[config.mk]
export PLATFORM = sky130hd
export DESIGN_NAME = line_wall_follow_controller_core
export DESIGN_NICKNAME = d
export VERILOG_FILES = /design/src/lwf_pkg.sv /design/src/lwf_nav.sv /design/src/lwf_div1000.sv /design/src/line_wall_follow_controller_core.sv
export SDC_FILE = /design/constraint.sdc
export NUM_CORES = 2
export LEC_CHECK = 0
export BUFFER_PORTS_ARGS = -buffer_cell sky130_fd_sc_hd__buf_2
export CORE_MARGIN = 8
export CORE_UTILIZATION = 60
export DETAILED_ROUTE_END_ITERATION = 16
export GPL_TIMING_DRIVEN = 0
export PLACE_DENSITY = 0.78
export SYNTH_ARGS = -nofsm -noshare
export SYNTH_HDL_FRONTEND = slang
export SYNTH_SLANG_ARGS = --single-unit
[constraint.sdc]
create_clock -name clk_i -period 14.6 [get_ports clk_i]
set_input_delay 2.19 -clock clk_i [delete_from_list [all_inputs] [get_ports clk_i]]
set_output_delay 2.19 -clock clk_i [all_outputs]
set_load 0.1 [all_outputs]
[src/lwf_pkg.sv]
// ============================================================================
// lwf_pkg: shared types and constants of the line/wall follow controller
// Field layout of the stream words, fixed point constants, mode codes,
// register indexes and the navigation bundle passed between modules.
// ============================================================================
`default_nettype none

package lwf_pkg;

  // Line sensors
  localparam int IR_SENSORS = 5;
  localparam int IR_W       = 12;
  localparam int ERR_W      = 13;  // weighted error, -3000..3000
  localparam int DIFF_W     = ERR_W + 1;

  localparam logic signed [ERR_W-1:0] IR_WEIGHT [IR_SENSORS] = '{
    -13'sd2000, -13'sd1000, 13'sd0, 13'sd1000, 13'sd2000
  };

  // Field widths
  localparam int DIST_W  = 16;  // Q4.12
  localparam int POS_W   = 32;  // Q16.16, wrapping
  localparam int SPEED_W = 16;  // Q8.8
  localparam int GAIN_W  = 16;  // Q8.8
  localparam int LIMIT_W = 31;

  // Input word layout, lowest field first
  localparam int OFS_FRONT  = IR_SENSORS * IR_W;
  localparam int OFS_RIGHT  = OFS_FRONT + DIST_W;
  localparam int OFS_LPOS   = OFS_RIGHT + DIST_W;
  localparam int OFS_RPOS   = OFS_LPOS + POS_W;
  localparam int IN_USED_W  = OFS_RPOS + POS_W;
  localparam int IN_TDATA_W = ((IN_USED_W + 7) / 8) * 8;

  localparam int OUT_TDATA_W = 2 * SPEED_W;
  localparam int MODE_W      = 2;

  // Configuration port
  localparam int CFG_IDX_W  = 3;
  localparam int CFG_DATA_W = LIMIT_W;

  typedef enum logic [CFG_IDX_W-1:0] {
    CFG_PROP_GAIN    = 3'd0,
    CFG_INTEG_GAIN   = 3'd1,
    CFG_DERIV_GAIN   = 3'd2,
    CFG_IR_THRESHOLD = 3'd3,
    CFG_FRONT_LIMIT  = 3'd4,
    CFG_WALL_TARGET  = 3'd5,
    CFG_TURN_LIMIT   = 3'd6
  } cfg_idx_e;

  localparam logic [GAIN_W-1:0]  RST_PROP_GAIN    = 16'd1280;
  localparam logic [GAIN_W-1:0]  RST_INTEG_GAIN   = 16'd0;
  localparam logic [GAIN_W-1:0]  RST_DERIV_GAIN   = 16'd230;
  localparam logic [IR_W-1:0]    RST_IR_THRESHOLD = 12'd512;
  localparam logic [DIST_W-1:0]  RST_FRONT_LIMIT  = 16'd5325;
  localparam logic [DIST_W-1:0]  RST_WALL_TARGET  = 16'd4915;
  localparam logic [LIMIT_W-1:0] RST_TURN_LIMIT   = 31'd335394;

  // Output mode codes
  typedef enum logic [MODE_W-1:0] {
    MODE_LINE = 2'd0,
    MODE_WALL = 2'd1,
    MODE_TURN = 2'd2
  } mode_e;

  // Speeds, Q8.8
  localparam logic signed [SPEED_W-1:0] SPEED_LINE_MAX = 16'sd2560;
  localparam logic signed [SPEED_W-1:0] SPEED_STRAIGHT = 16'sd1856;
  localparam logic signed [SPEED_W-1:0] SPEED_TURN     = 16'sd1280;

  // PID datapath widths
  localparam int P_W     = GAIN_W + 1 + ERR_W;   // prop * error
  localparam int D_W     = GAIN_W + 1 + DIFF_W;  // deriv * error delta
  localparam int INTEG_W = 32;
  localparam int SUM_W   = INTEG_W + 1;

  // Divide by 1000: magnitudes at or above the saturation point all clamp
  // the wheel speeds the same way, the rest fit MAG_W bits.
  localparam int                 MAG_W        = 22;
  localparam int                 CORR_W       = 12;
  localparam int                 RECIP_W      = 23;
  localparam int                 DIV_SHIFT    = 32;
  localparam logic [INTEG_W-1:0] DIV_SAT_MAG  = 32'd2561000;
  localparam logic [RECIP_W-1:0] DIV_RECIP    = 23'd4294968;  // ceil(2^32/1000)
  localparam logic [CORR_W-1:0]  CORR_SAT     = 12'd2561;

  // Pipeline: input register, products, sum, magnitude, quotient
  localparam int PIPE_DEPTH = 5;

  typedef struct packed {
    logic signed [SPEED_W-1:0] ls;
    logic signed [SPEED_W-1:0] rs;
    mode_e                     mode;
    logic                      use_pid;   // speeds come from the PID path
    logic                      pid_hold;  // a turn runs, keep PID state
  } nav_t;

endpackage

`default_nettype wire

[src/lwf_nav.sv]
// ============================================================================
// lwf_nav: wall following and turn sequencing
// Holds the wall/turn state, decides the mode of a tick and the speeds of
// the wall and turn paths; state advances when the tick is committed.
// ============================================================================
`default_nettype none

module lwf_nav
  import lwf_pkg::*;
(
  input  wire logic               clk_i,
  input  wire logic               rst_ni,
  input  wire logic               commit_i,
  input  wire logic               line_all_i,
  input  wire logic [DIST_W-1:0]  front_i,
  input  wire logic [DIST_W-1:0]  right_i,
  input  wire logic [POS_W-1:0]   lpos_i,
  input  wire logic [POS_W-1:0]   rpos_i,
  input  wire logic [DIST_W-1:0]  front_limit_i,
  input  wire logic [DIST_W-1:0]  wall_target_i,
  input  wire logic [LIMIT_W-1:0] turn_limit_i,
  output nav_t                    nav_o
);

  logic              wall_seen_q, wall_seen_d;
  logic              turning_q, turning_d;
  logic [POS_W-1:0]  start_l_q, start_l_d;
  logic [POS_W-1:0]  start_r_q, start_r_d;

  logic [POS_W-1:0]          dl_c, dr_c;
  logic                      run_on_c, clear_c, limit_nz_c;
  logic signed [DIST_W:0]    e_c;
  logic signed [20:0]        e15_c, biased_c;
  logic signed [SPEED_W-1:0] steer_c;

  // Wrapping deltas read as signed; a negative delta keeps the turn going
  assign dl_c       = lpos_i - start_l_q;
  assign dr_c       = rpos_i - start_r_q;
  assign run_on_c   = (dl_c[POS_W-1] || (dl_c[LIMIT_W-1:0] < turn_limit_i)) &&
                      (dr_c[POS_W-1] || (dr_c[LIMIT_W-1:0] < turn_limit_i));
  assign limit_nz_c = (turn_limit_i != '0);
  assign clear_c    = (front_i < front_limit_i);

  // steer = 15*e/64, truncated toward zero
  assign e_c      = $signed({1'b0, right_i}) - $signed({1'b0, wall_target_i});
  assign e15_c    = (21'(e_c) <<< 4) - 21'(e_c);
  assign biased_c = e15_c + (e15_c[20] ? 21'sd63 : 21'sd0);
  assign steer_c  = 16'(biased_c >>> 6);

  always_comb begin
    wall_seen_d    = wall_seen_q;
    turning_d      = turning_q;
    start_l_d      = start_l_q;
    start_r_d      = start_r_q;
    nav_o.ls       = '0;
    nav_o.rs       = '0;
    nav_o.mode     = MODE_LINE;
    nav_o.use_pid  = 1'b0;
    nav_o.pid_hold = turning_q;
    if (turning_q) begin
      nav_o.mode = MODE_TURN;
      turning_d  = run_on_c;
      if (run_on_c) begin
        nav_o.ls = SPEED_TURN;
        nav_o.rs = -SPEED_TURN;
      end
    end else if (line_all_i) begin
      nav_o.mode = MODE_WALL;
      if (clear_c && !wall_seen_q) begin
        nav_o.ls = SPEED_STRAIGHT;
        nav_o.rs = SPEED_STRAIGHT;
      end else if (clear_c) begin
        nav_o.ls = SPEED_STRAIGHT + steer_c;
        nav_o.rs = SPEED_STRAIGHT - steer_c;
      end else begin
        // capture positions; deltas are zero on this tick
        nav_o.mode  = MODE_TURN;
        wall_seen_d = 1'b1;
        start_l_d   = lpos_i;
        start_r_d   = rpos_i;
        turning_d   = limit_nz_c;
        if (limit_nz_c) begin
          nav_o.ls = SPEED_TURN;
          nav_o.rs = -SPEED_TURN;
        end
      end
    end else begin
      nav_o.use_pid = 1'b1;
    end
  end

  always_ff @(posedge clk_i or negedge rst_ni) begin
    if (!rst_ni) begin
      wall_seen_q <= 1'b0;
      turning_q   <= 1'b0;
      start_l_q   <= '0;
      start_r_q   <= '0;
    end else if (commit_i) begin
      wall_seen_q <= wall_seen_d;
      turning_q   <= turning_d;
      start_l_q   <= start_l_d;
      start_r_q   <= start_r_d;
    end
  end

endmodule

`default_nettype wire

[src/lwf_div1000.sv]
// ============================================================================
// lwf_div1000: two stage signed divide by 1000 of the PID sum
// Stage a takes the magnitude and flags saturation, stage b multiplies by
// the reciprocal. The quotient magnitude is clamped to one past full speed.
// ============================================================================
`default_nettype none

module lwf_div1000
  import lwf_pkg::*;
(
  input  wire logic                    clk_i,
  input  wire logic                    en_a_i,
  input  wire logic                    en_b_i,
  input  wire logic signed [SUM_W-1:0] sum_i,
  output logic         [CORR_W-1:0]    q_o,
  output logic                         neg_o
);

  logic [SUM_W-1:0]           abs_c;
  logic [MAG_W-1:0]           mag_a_q;
  logic                       sat_a_q, neg_a_q;
  logic [MAG_W+RECIP_W-1:0]   prod_c;
  logic [CORR_W-1:0]          q_q;
  logic                       neg_b_q;

  assign abs_c  = sum_i[SUM_W-1] ? SUM_W'(-sum_i) : SUM_W'(sum_i);
  assign prod_c = (MAG_W+RECIP_W)'(mag_a_q) * (MAG_W+RECIP_W)'(DIV_RECIP);

  always_ff @(posedge clk_i) begin
    if (en_a_i) begin
      neg_a_q <= sum_i[SUM_W-1];
      sat_a_q <= (abs_c[INTEG_W-1:0] >= DIV_SAT_MAG);
      mag_a_q <= abs_c[MAG_W-1:0];
    end
    if (en_b_i) begin
      neg_b_q <= neg_a_q;
      q_q     <= sat_a_q ? CORR_SAT : prod_c[DIV_SHIFT +: CORR_W];
    end
  end

  assign q_o   = q_q;
  assign neg_o = neg_b_q;

endmodule

`default_nettype wire

[src/line_wall_follow_controller_core.sv]
// ============================================================================
// line_wall_follow_controller_core: PID line follower with wall override
// One sensor snapshot in, one pair of wheel speed commands and a mode out.
// ============================================================================
// Usage:
//   s_axis carries one snapshot per control tick (five IR samples, front and
//   right distances, both wheel positions). m_axis returns one word per
//   snapshot with the left/right speeds in Q8.8 and the mode in tuser.
//   cfg writes one register per handshake; cfg_ready_o is always high.
//   Write registers only while no snapshot is in flight.
// Throughput:
//   One word per cycle is sustained while m_axis_tready_i is high: the five
//   register stages (input, PID products, PID sum, magnitude, reciprocal
//   multiply) and the output register each hold one tick, and the PID and
//   wall/turn state close their loops within the first stage.
// Stalls:
//   When m_axis_tready_i is low the output word holds; empty stages still
//   fill, so up to five more snapshots are taken before s_axis_tready_o drops.
// Reset:
//   rst_ni clears all valid bits, the PID and wall/turn state, and loads the
//   register defaults. No clearing pass is needed.
// ============================================================================
`default_nettype none

module line_wall_follow_controller_core
  import lwf_pkg::*;
(
  input  wire logic                   clk_i,
  input  wire logic                   rst_ni,
  // snapshot: ir_far_left, ir_left, ir_center, ir_right, ir_far_right,
  //           front_dist, right_dist, left_wheel_pos, right_wheel_pos, pad
  input  wire logic                   s_axis_tvalid_i,
  output logic                        s_axis_tready_o,
  input  wire logic [IN_TDATA_W-1:0]  s_axis_tdata_i,
  // result: left_speed, right_speed
  output logic                        m_axis_tvalid_o,
  input  wire logic                   m_axis_tready_i,
  output logic [OUT_TDATA_W-1:0]      m_axis_tdata_o,
  // result kind: mode
  output logic [MODE_W-1:0]           m_axis_tuser_o,
  // register writes
  input  wire logic                   cfg_valid_i,
  output logic                        cfg_ready_o,
  input  wire logic [CFG_IDX_W-1:0]   cfg_index_i,
  input  wire logic [CFG_DATA_W-1:0]  cfg_data_i
);

  // --------------------------------------------------------------------------
  // Configuration registers
  // --------------------------------------------------------------------------
  logic [GAIN_W-1:0]  prop_q, integ_q, deriv_q;
  logic [IR_W-1:0]    thr_q;
  logic [DIST_W-1:0]  front_limit_q, wall_target_q;
  logic [LIMIT_W-1:0] turn_limit_q;

  assign cfg_ready_o = 1'b1;

  always_ff @(posedge clk_i or negedge rst_ni) begin
    if (!rst_ni) begin
      prop_q        <= RST_PROP_GAIN;
      integ_q       <= RST_INTEG_GAIN;
      deriv_q       <= RST_DERIV_GAIN;
      thr_q         <= RST_IR_THRESHOLD;
      front_limit_q <= RST_FRONT_LIMIT;
      wall_target_q <= RST_WALL_TARGET;
      turn_limit_q  <= RST_TURN_LIMIT;
    end else if (cfg_valid_i) begin
      case (cfg_idx_e'(cfg_index_i))
        CFG_PROP_GAIN:    prop_q        <= cfg_data_i[GAIN_W-1:0];
        CFG_INTEG_GAIN:   integ_q       <= cfg_data_i[GAIN_W-1:0];
        CFG_DERIV_GAIN:   deriv_q       <= cfg_data_i[GAIN_W-1:0];
        CFG_IR_THRESHOLD: thr_q         <= cfg_data_i[IR_W-1:0];
        CFG_FRONT_LIMIT:  front_limit_q <= cfg_data_i[DIST_W-1:0];
        CFG_WALL_TARGET:  wall_target_q <= cfg_data_i[DIST_W-1:0];
        CFG_TURN_LIMIT:   turn_limit_q  <= cfg_data_i;
        default: ;  // unknown index: drop the word
      endcase
    end
  end

  // --------------------------------------------------------------------------
  // Pipeline flow control: a stage loads when it is empty or its successor
  // moves, so bubbles collapse behind a stalled output.
  // --------------------------------------------------------------------------
  logic [PIPE_DEPTH-1:0] v_q;
  logic [PIPE_DEPTH:0]   en_c;
  logic                  out_valid_q;
  logic                  commit_c;

  always_comb begin
    en_c[PIPE_DEPTH] = !out_valid_q || m_axis_tready_i;
    for (int k = PIPE_DEPTH - 1; k >= 0; k--) begin
      en_c[k] = !v_q[k] || en_c[k+1];
    end
  end

  assign s_axis_tready_o = en_c[0];
  assign commit_c        = v_q[0] && en_c[1];

  always_ff @(posedge clk_i or negedge rst_ni) begin
    if (!rst_ni) begin
      v_q         <= '0;
      out_valid_q <= 1'b0;
    end else begin
      if (en_c[0]) begin
        v_q[0] <= s_axis_tvalid_i;
      end
      for (int k = 1; k < PIPE_DEPTH; k++) begin
        if (en_c[k]) begin
          v_q[k] <= v_q[k-1];
        end
      end
      if (en_c[PIPE_DEPTH]) begin
        out_valid_q <= v_q[PIPE_DEPTH-1];
      end
    end
  end

  // --------------------------------------------------------------------------
  // Stage 1: input register, line error, PID products, wall/turn decision
  // --------------------------------------------------------------------------
  logic [IN_USED_W-1:0] in_q;

  always_ff @(posedge clk_i) begin
    if (en_c[0] && s_axis_tvalid_i) begin
      in_q <= s_axis_tdata_i[IN_USED_W-1:0];
    end
  end

  logic [IR_W-1:0]          ir_c [IR_SENSORS];
  logic signed [ERR_W-1:0]  err_c;
  logic                     line_all_c;

  always_comb begin
    err_c      = '0;
    line_all_c = 1'b1;
    for (int k = 0; k < IR_SENSORS; k++) begin
      ir_c[k] = in_q[k*IR_W +: IR_W];
      if (ir_c[k] >= thr_q) begin
        err_c = err_c + IR_WEIGHT[k];
      end else begin
        line_all_c = 1'b0;
      end
    end
  end

  // PID state: written back only on ticks that are not inside a turn
  logic signed [ERR_W-1:0]   last_err_q;
  logic signed [INTEG_W-1:0] integ_sum_q;

  logic signed [GAIN_W:0]    prop_s, integ_s, deriv_s;
  logic signed [DIFF_W-1:0]  diff_c;
  logic signed [P_W-1:0]     p_c, ip_c;
  logic signed [D_W-1:0]     d_c;
  logic signed [INTEG_W:0]   i_wide_c;
  logic signed [INTEG_W-1:0] i_c;

  assign prop_s  = $signed({1'b0, prop_q});
  assign integ_s = $signed({1'b0, integ_q});
  assign deriv_s = $signed({1'b0, deriv_q});
  assign diff_c  = DIFF_W'(err_c) - DIFF_W'(last_err_q);
  assign p_c     = P_W'(prop_s) * P_W'(err_c);
  assign ip_c    = P_W'(integ_s) * P_W'(err_c);
  assign d_c     = D_W'(deriv_s) * D_W'(diff_c);

  // saturate the running integral to 32 bits
  assign i_wide_c = (INTEG_W+1)'(integ_sum_q) + (INTEG_W+1)'(ip_c);
  always_comb begin
    if (i_wide_c[INTEG_W] != i_wide_c[INTEG_W-1]) begin
      i_c = i_wide_c[INTEG_W] ? {1'b1, {(INTEG_W-1){1'b0}}}
                              : {1'b0, {(INTEG_W-1){1'b1}}};
    end else begin
      i_c = i_wide_c[INTEG_W-1:0];
    end
  end

  nav_t nav_c;

  lwf_nav u_nav (
    .clk_i         (clk_i),
    .rst_ni        (rst_ni),
    .commit_i      (commit_c),
    .line_all_i    (line_all_c),
    .front_i       (in_q[OFS_FRONT +: DIST_W]),
    .right_i       (in_q[OFS_RIGHT +: DIST_W]),
    .lpos_i        (in_q[OFS_LPOS +: POS_W]),
    .rpos_i        (in_q[OFS_RPOS +: POS_W]),
    .front_limit_i (front_limit_q),
    .wall_target_i (wall_target_q),
    .turn_limit_i  (turn_limit_q),
    .nav_o         (nav_c)
  );

  always_ff @(posedge clk_i or negedge rst_ni) begin
    if (!rst_ni) begin
      last_err_q  <= '0;
      integ_sum_q <= '0;
    end else if (commit_c && !nav_c.pid_hold) begin
      last_err_q  <= err_c;
      integ_sum_q <= i_c;
    end
  end

  // --------------------------------------------------------------------------
  // Stages 2..5: PID sum, divide by 1000; the decision rides along
  // --------------------------------------------------------------------------
  nav_t                      nav_q [PIPE_DEPTH-1];
  logic signed [P_W-1:0]     p_q;
  logic signed [INTEG_W-1:0] i_q;
  logic signed [D_W-1:0]     d_q;
  logic signed [SUM_W-1:0]   sum_q;

  always_ff @(posedge clk_i) begin
    if (commit_c) begin
      nav_q[0] <= nav_c;
      p_q      <= p_c;
      i_q      <= i_c;
      d_q      <= d_c;
    end
    if (en_c[2] && v_q[1]) begin
      sum_q <= SUM_W'(p_q) + SUM_W'(i_q) + SUM_W'(d_q);
    end
    for (int k = 1; k < PIPE_DEPTH - 1; k++) begin
      if (en_c[k+1] && v_q[k]) begin
        nav_q[k] <= nav_q[k-1];
      end
    end
  end

  logic [CORR_W-1:0] q_c;
  logic              neg_c;

  lwf_div1000 u_div (
    .clk_i  (clk_i),
    .en_a_i (en_c[3] && v_q[2]),
    .en_b_i (en_c[4] && v_q[3]),
    .sum_i  (sum_q),
    .q_o    (q_c),
    .neg_o  (neg_c)
  );

  // --------------------------------------------------------------------------
  // Output register: on PID ticks apply the correction, clamp to 0..full speed
  // --------------------------------------------------------------------------
  logic signed [SPEED_W-1:0] slow_c, ls_c, rs_c;
  logic signed [SPEED_W-1:0] ls_q, rs_q;
  mode_e                     mode_q;
  nav_t                      nav_last;

  assign nav_last = nav_q[PIPE_DEPTH-2];
  assign slow_c   = (SPEED_W'(q_c) >= SPEED_LINE_MAX) ? '0
                                                      : SPEED_LINE_MAX - SPEED_W'(q_c);

  always_comb begin
    ls_c = nav_last.ls;
    rs_c = nav_last.rs;
    if (nav_last.use_pid) begin
      ls_c = neg_c ? slow_c : SPEED_LINE_MAX;
      rs_c = neg_c ? SPEED_LINE_MAX : slow_c;
    end
  end

  always_ff @(posedge clk_i) begin
    if (en_c[PIPE_DEPTH] && v_q[PIPE_DEPTH-1]) begin
      ls_q   <= ls_c;
      rs_q   <= rs_c;
      mode_q <= nav_last.mode;
    end
  end

  assign m_axis_tvalid_o = out_valid_q;
  assign m_axis_tdata_o  = {rs_q, ls_q};
  assign m_axis_tuser_o  = mode_q;

endmodule

`default_nettype wire

==> impl_metrics.csv <==
group,metric,value,unit
clocking,insertion_delay,680,ps
setup_path,critPathArrivalTime,14140,ps
synthesis,post_synth.cell_area_avg,10.9,um2
synthesis,syn_inst,5479,
synthesis,synthesized_area,59800,um2
timing,post-route-period-util,0.943,
cells_and_area,fill_cells,7322,
drt,detail_route.wirelength,139000,um
timing,setup-violations-final,0,
timing,final.min_clock_period,13770,ps
setup_path,setup_cp_type,"reg2reg",
job,cap_viol_max_count,1,
timing,final.setup_skew,71.3,ps
clocking,clk_root_buffer_cell,"clkbuf_16",
setup_path,crit_path_end_kind,"register",
setup_path,path_max_fanout,11,
floorplan,dieWidth,332,um
timing,tightestPinTransition,1530,ps
cells_and_area,highest_count_cells_in_the_layout_ignoring_fill_and_taps,"inv_1, ha_1, fa_1",
floorplan,core-area,98600,um2
global_routing,first_global_vias,42500,
run_status,failed_checks,"max-capacitance violations, max-slew violations",
synthesis,synth.lib_cells_used.distinct,88,
timing,setup-tns-final,0,ps
place,place.detailed.hpwl,110000,um
drt,first_pass_iters,5,
clocking,cts.htree.levels,3,
cells_and_area,finalNetCount,7289,
worst_hold_path,timing.hold.worst.class,"reg2reg",
setup_path,most_frequent_cp_cell,"ha_1",
run_status,status,"finished with violations",
clocking,clockBufferDepth,3,
synthesis,synth-edff-count,483,
timing,final_hold_viol_count,0,
drt,drc_errors,0,
setup_path,slowest_stage,"mux2i_1",
synthesis,syn-num-nets,6974,
synthesis,yosys_most_used_dff,"edfxtp_1",
drt,post_drt_via_cell_ratio,5.67,
synthesis,yosysWarningCount,0,
timing,max_slew_margin_vs_limit,-0.0225,
setup_path,critPathLaunchType,"register",
drt,detail_route.wl_per_cell,19.4,um
synthesis,postSynthRegisterBits,720,
drt,drt_iter0_drc,2717,
place,placed_cells,7002,
setup_path,crit_path_max_incr_delay,820,ps
clocking,clkTransAtPathRegs,70,ps
place,dp_slack,698,ps
timing,setup_ws,834,ps
floorplan,die_y,332,um
place,number_of_port_buffers,228,
place,gp_congestion,0.950,
cells_and_area,mostFrequentLayoutCell,"inv_1",
timing,slew_viol_final,8,
clocking,tritoncts.num_buffers,77,
floorplan,placementRows,115,
timing,hold_slack_final,372,ps
global_routing,groute.usage.overall,0.253,
cells_and_area,fraction_of_layout_cells_with_a_size_suffix_above_1,0.112,
floorplan,floorplan.io_pins,236,
cells_and_area,areaGrowthSynthToFinish,9.55,%
timing,highest_clock_rate,72.6,MHz
synthesis,synthArstFlopShare,0.329,
floorplan,dieArea,110000,um2
global_routing,number_of_antenna_violations_at_the_first_check_in_global_routing,6,
cells_and_area,finalNonFillerCells,7148,
synthesis,synth-seq-area-share,0.343,
timing,rsz0062_at_grt,"no",
floorplan,initial_core_util,0.606,
setup_path,worstPathRequired,14970,ps
global_routing,grt_first_pass_wirelength,225000,um
drt,total_vias_in_the_final_route,40500,
drt,drt.antenna.violating_nets,0,
clocking,tritoncts,"done",
clocking,cts.sink_count,720,
global_routing,maximum_number_of_pins_on_one_net_before_global_route_repair,111,
global_routing,grt_overflow,0,
==> cells in the mapped netlist (8+ instances only) <==
master,count,area share
a211o_1,11,0.0016
o41ai_1,8,0.0012
clkbuf_1,132,0.0083
and2_1,232,0.024
or2_2,41,0.0043
dfrtp_1,207,0.087
fa_1,506,0.17
nor4_1,20,0.0021
nor3_1,46,0.0039
mux2i_1,8,0.0013
o22ai_1,25,0.0026
o21a_1,39,0.0049
nor2b_1,52,0.0054
inv_1,873,0.055
xnor2_1,179,0.026
a21oi_1,207,0.017
and3_1,17,0.0018
o31ai_1,12,0.0015
xor2_1,77,0.011
mux2_2,180,0.034
buf_2,8,0.00067
o21ai_0,157,0.013
nand2b_1,64,0.0067
edfxtp_1,483,0.24
ha_1,790,0.17
nor2_1,231,0.015
or3_1,21,0.0022
a31oi_1,23,0.0024
or4_1,10,0.0013
a21o_1,121,0.015
nand3_1,52,0.0044
o21bai_1,33,0.0041
nand4_1,25,0.0026
a211oi_1,17,0.0021
o21ai_1,10,0.00084
dfstp_2,30,0.013
o31a_1,8,0.0012
nand2_1,392,0.025
o211ai_1,16,0.0020
==> repair_timing <==
item | in CTS | in global routing
gates resized for setup | 0 | 2
hold buffers | 0 | 0
setup endpoints to repair | 0 | 2
buffers inserted | 0 | 0
==> per-layer routing <==
metal  share of wire  GRT usage  vias to the layer above  wire length (um)
met5               0          0                        -                 0
met1            0.42      0.332                    19900             57800
li1                -          -                    19000                 -
met2            0.48      0.425                     1302             66200
met4           0.039     0.0909                        0              5440
met3           0.066     0.0427                      298              9200
==> registers in the layout, summed over array words and instances, names as in the netlist, 22 cells and up <==
register / cells
turn_limit_q: 31
in_q: 156
integ_sum_q: 32
d_q: 28
u_nav.start_l_q: 32
p_q: 27
i_q: 32
sum_q: 33
u_nav.start_r_q: 32
u_div.mag_a_q: 22
nav_q: 136
==> final cells by class <==
type                    instances  area, um2  area share
inverters                     874       3280      0.0501
clock inverters                53        618     0.00944
clock buffers                  91       2040      0.0312
diodes                          2       5.00   0.0000764
plain buffers                 147        569     0.00870
well taps                    1287       1610      0.0246
multi-input cells            3738      35500       0.542
repair buffers                236       1360      0.0207
flip-flops and latches        720      20500       0.313
==> per-stage QoR <==
| step | utilization | cell area (um2) |
|---|---|---|
| 2_1_floorplan | - | 59800 |
| 3_3_place_gp | 0.634 | 62500 |
| 3_5_place_dp | 0.637 | 62800 |
| 4_1_cts | 0.664 | 65400 |
| 5_1_grt | 0.664 | 65500 |
| 6_report | 0.664 | 65500 |
==> cells by family (layout without fill, tap and decap cells) <==
family          Yosys count  in the layout  share of synthesized area
other cells               1              3                  0.0000627
flops                   720            720                      0.343
buf+inv                1021           1401                     0.0644
fa+ha+maj              1297           1297                      0.335
mux                     188            188                     0.0353
simple gates           1238           1238                      0.103
compound gates          756            756                     0.0813
xor+xnor                258            258                     0.0381
==> critical path, delay by kind of cell (launching register included) <==
| family | cells | cell delay [ps] |
|---|---|---|
| fa+ha+maj | 11 | 4760 |
| flops | 1 | 490 |
| compound gates | 15 | 4010 |
| mux | 1 | 820 |
| buf+inv | 6 | 2140 |
| xor+xnor | 3 | 870 |
| simple gates | 3 | 340 |
==> final timing paths <==
check,from,endpoint,slack (ps),cells after the start
worst max-delay path,thr_q[0]$_DFFE_PN0P_,d_q[29]$_DFFE_PP_,830,39
worst min-delay path,nav_q[2][1]$_DFFE_PP_,nav_q[3][1]$_DFFE_PP_,370,0
worst max register to register,thr_q[0]$_DFFE_PN0P_,d_q[29]$_DFFE_PP_,830,39
worst min register to register,nav_q[2][1]$_DFFE_PP_,nav_q[3][1]$_DFFE_PP_,370,0
max in group asynchronous,rst_ni,integ_sum_q[24]$_DFFE_PN0P_,12120,2
min in group asynchronous,rst_ni,front_limit_q[4]$_DFFE_PN0P_,1440,1
Power is left out: the tool's default activity adds up to more than one toggle a clock period on the data nets, which glitch-free logic cannot reach.
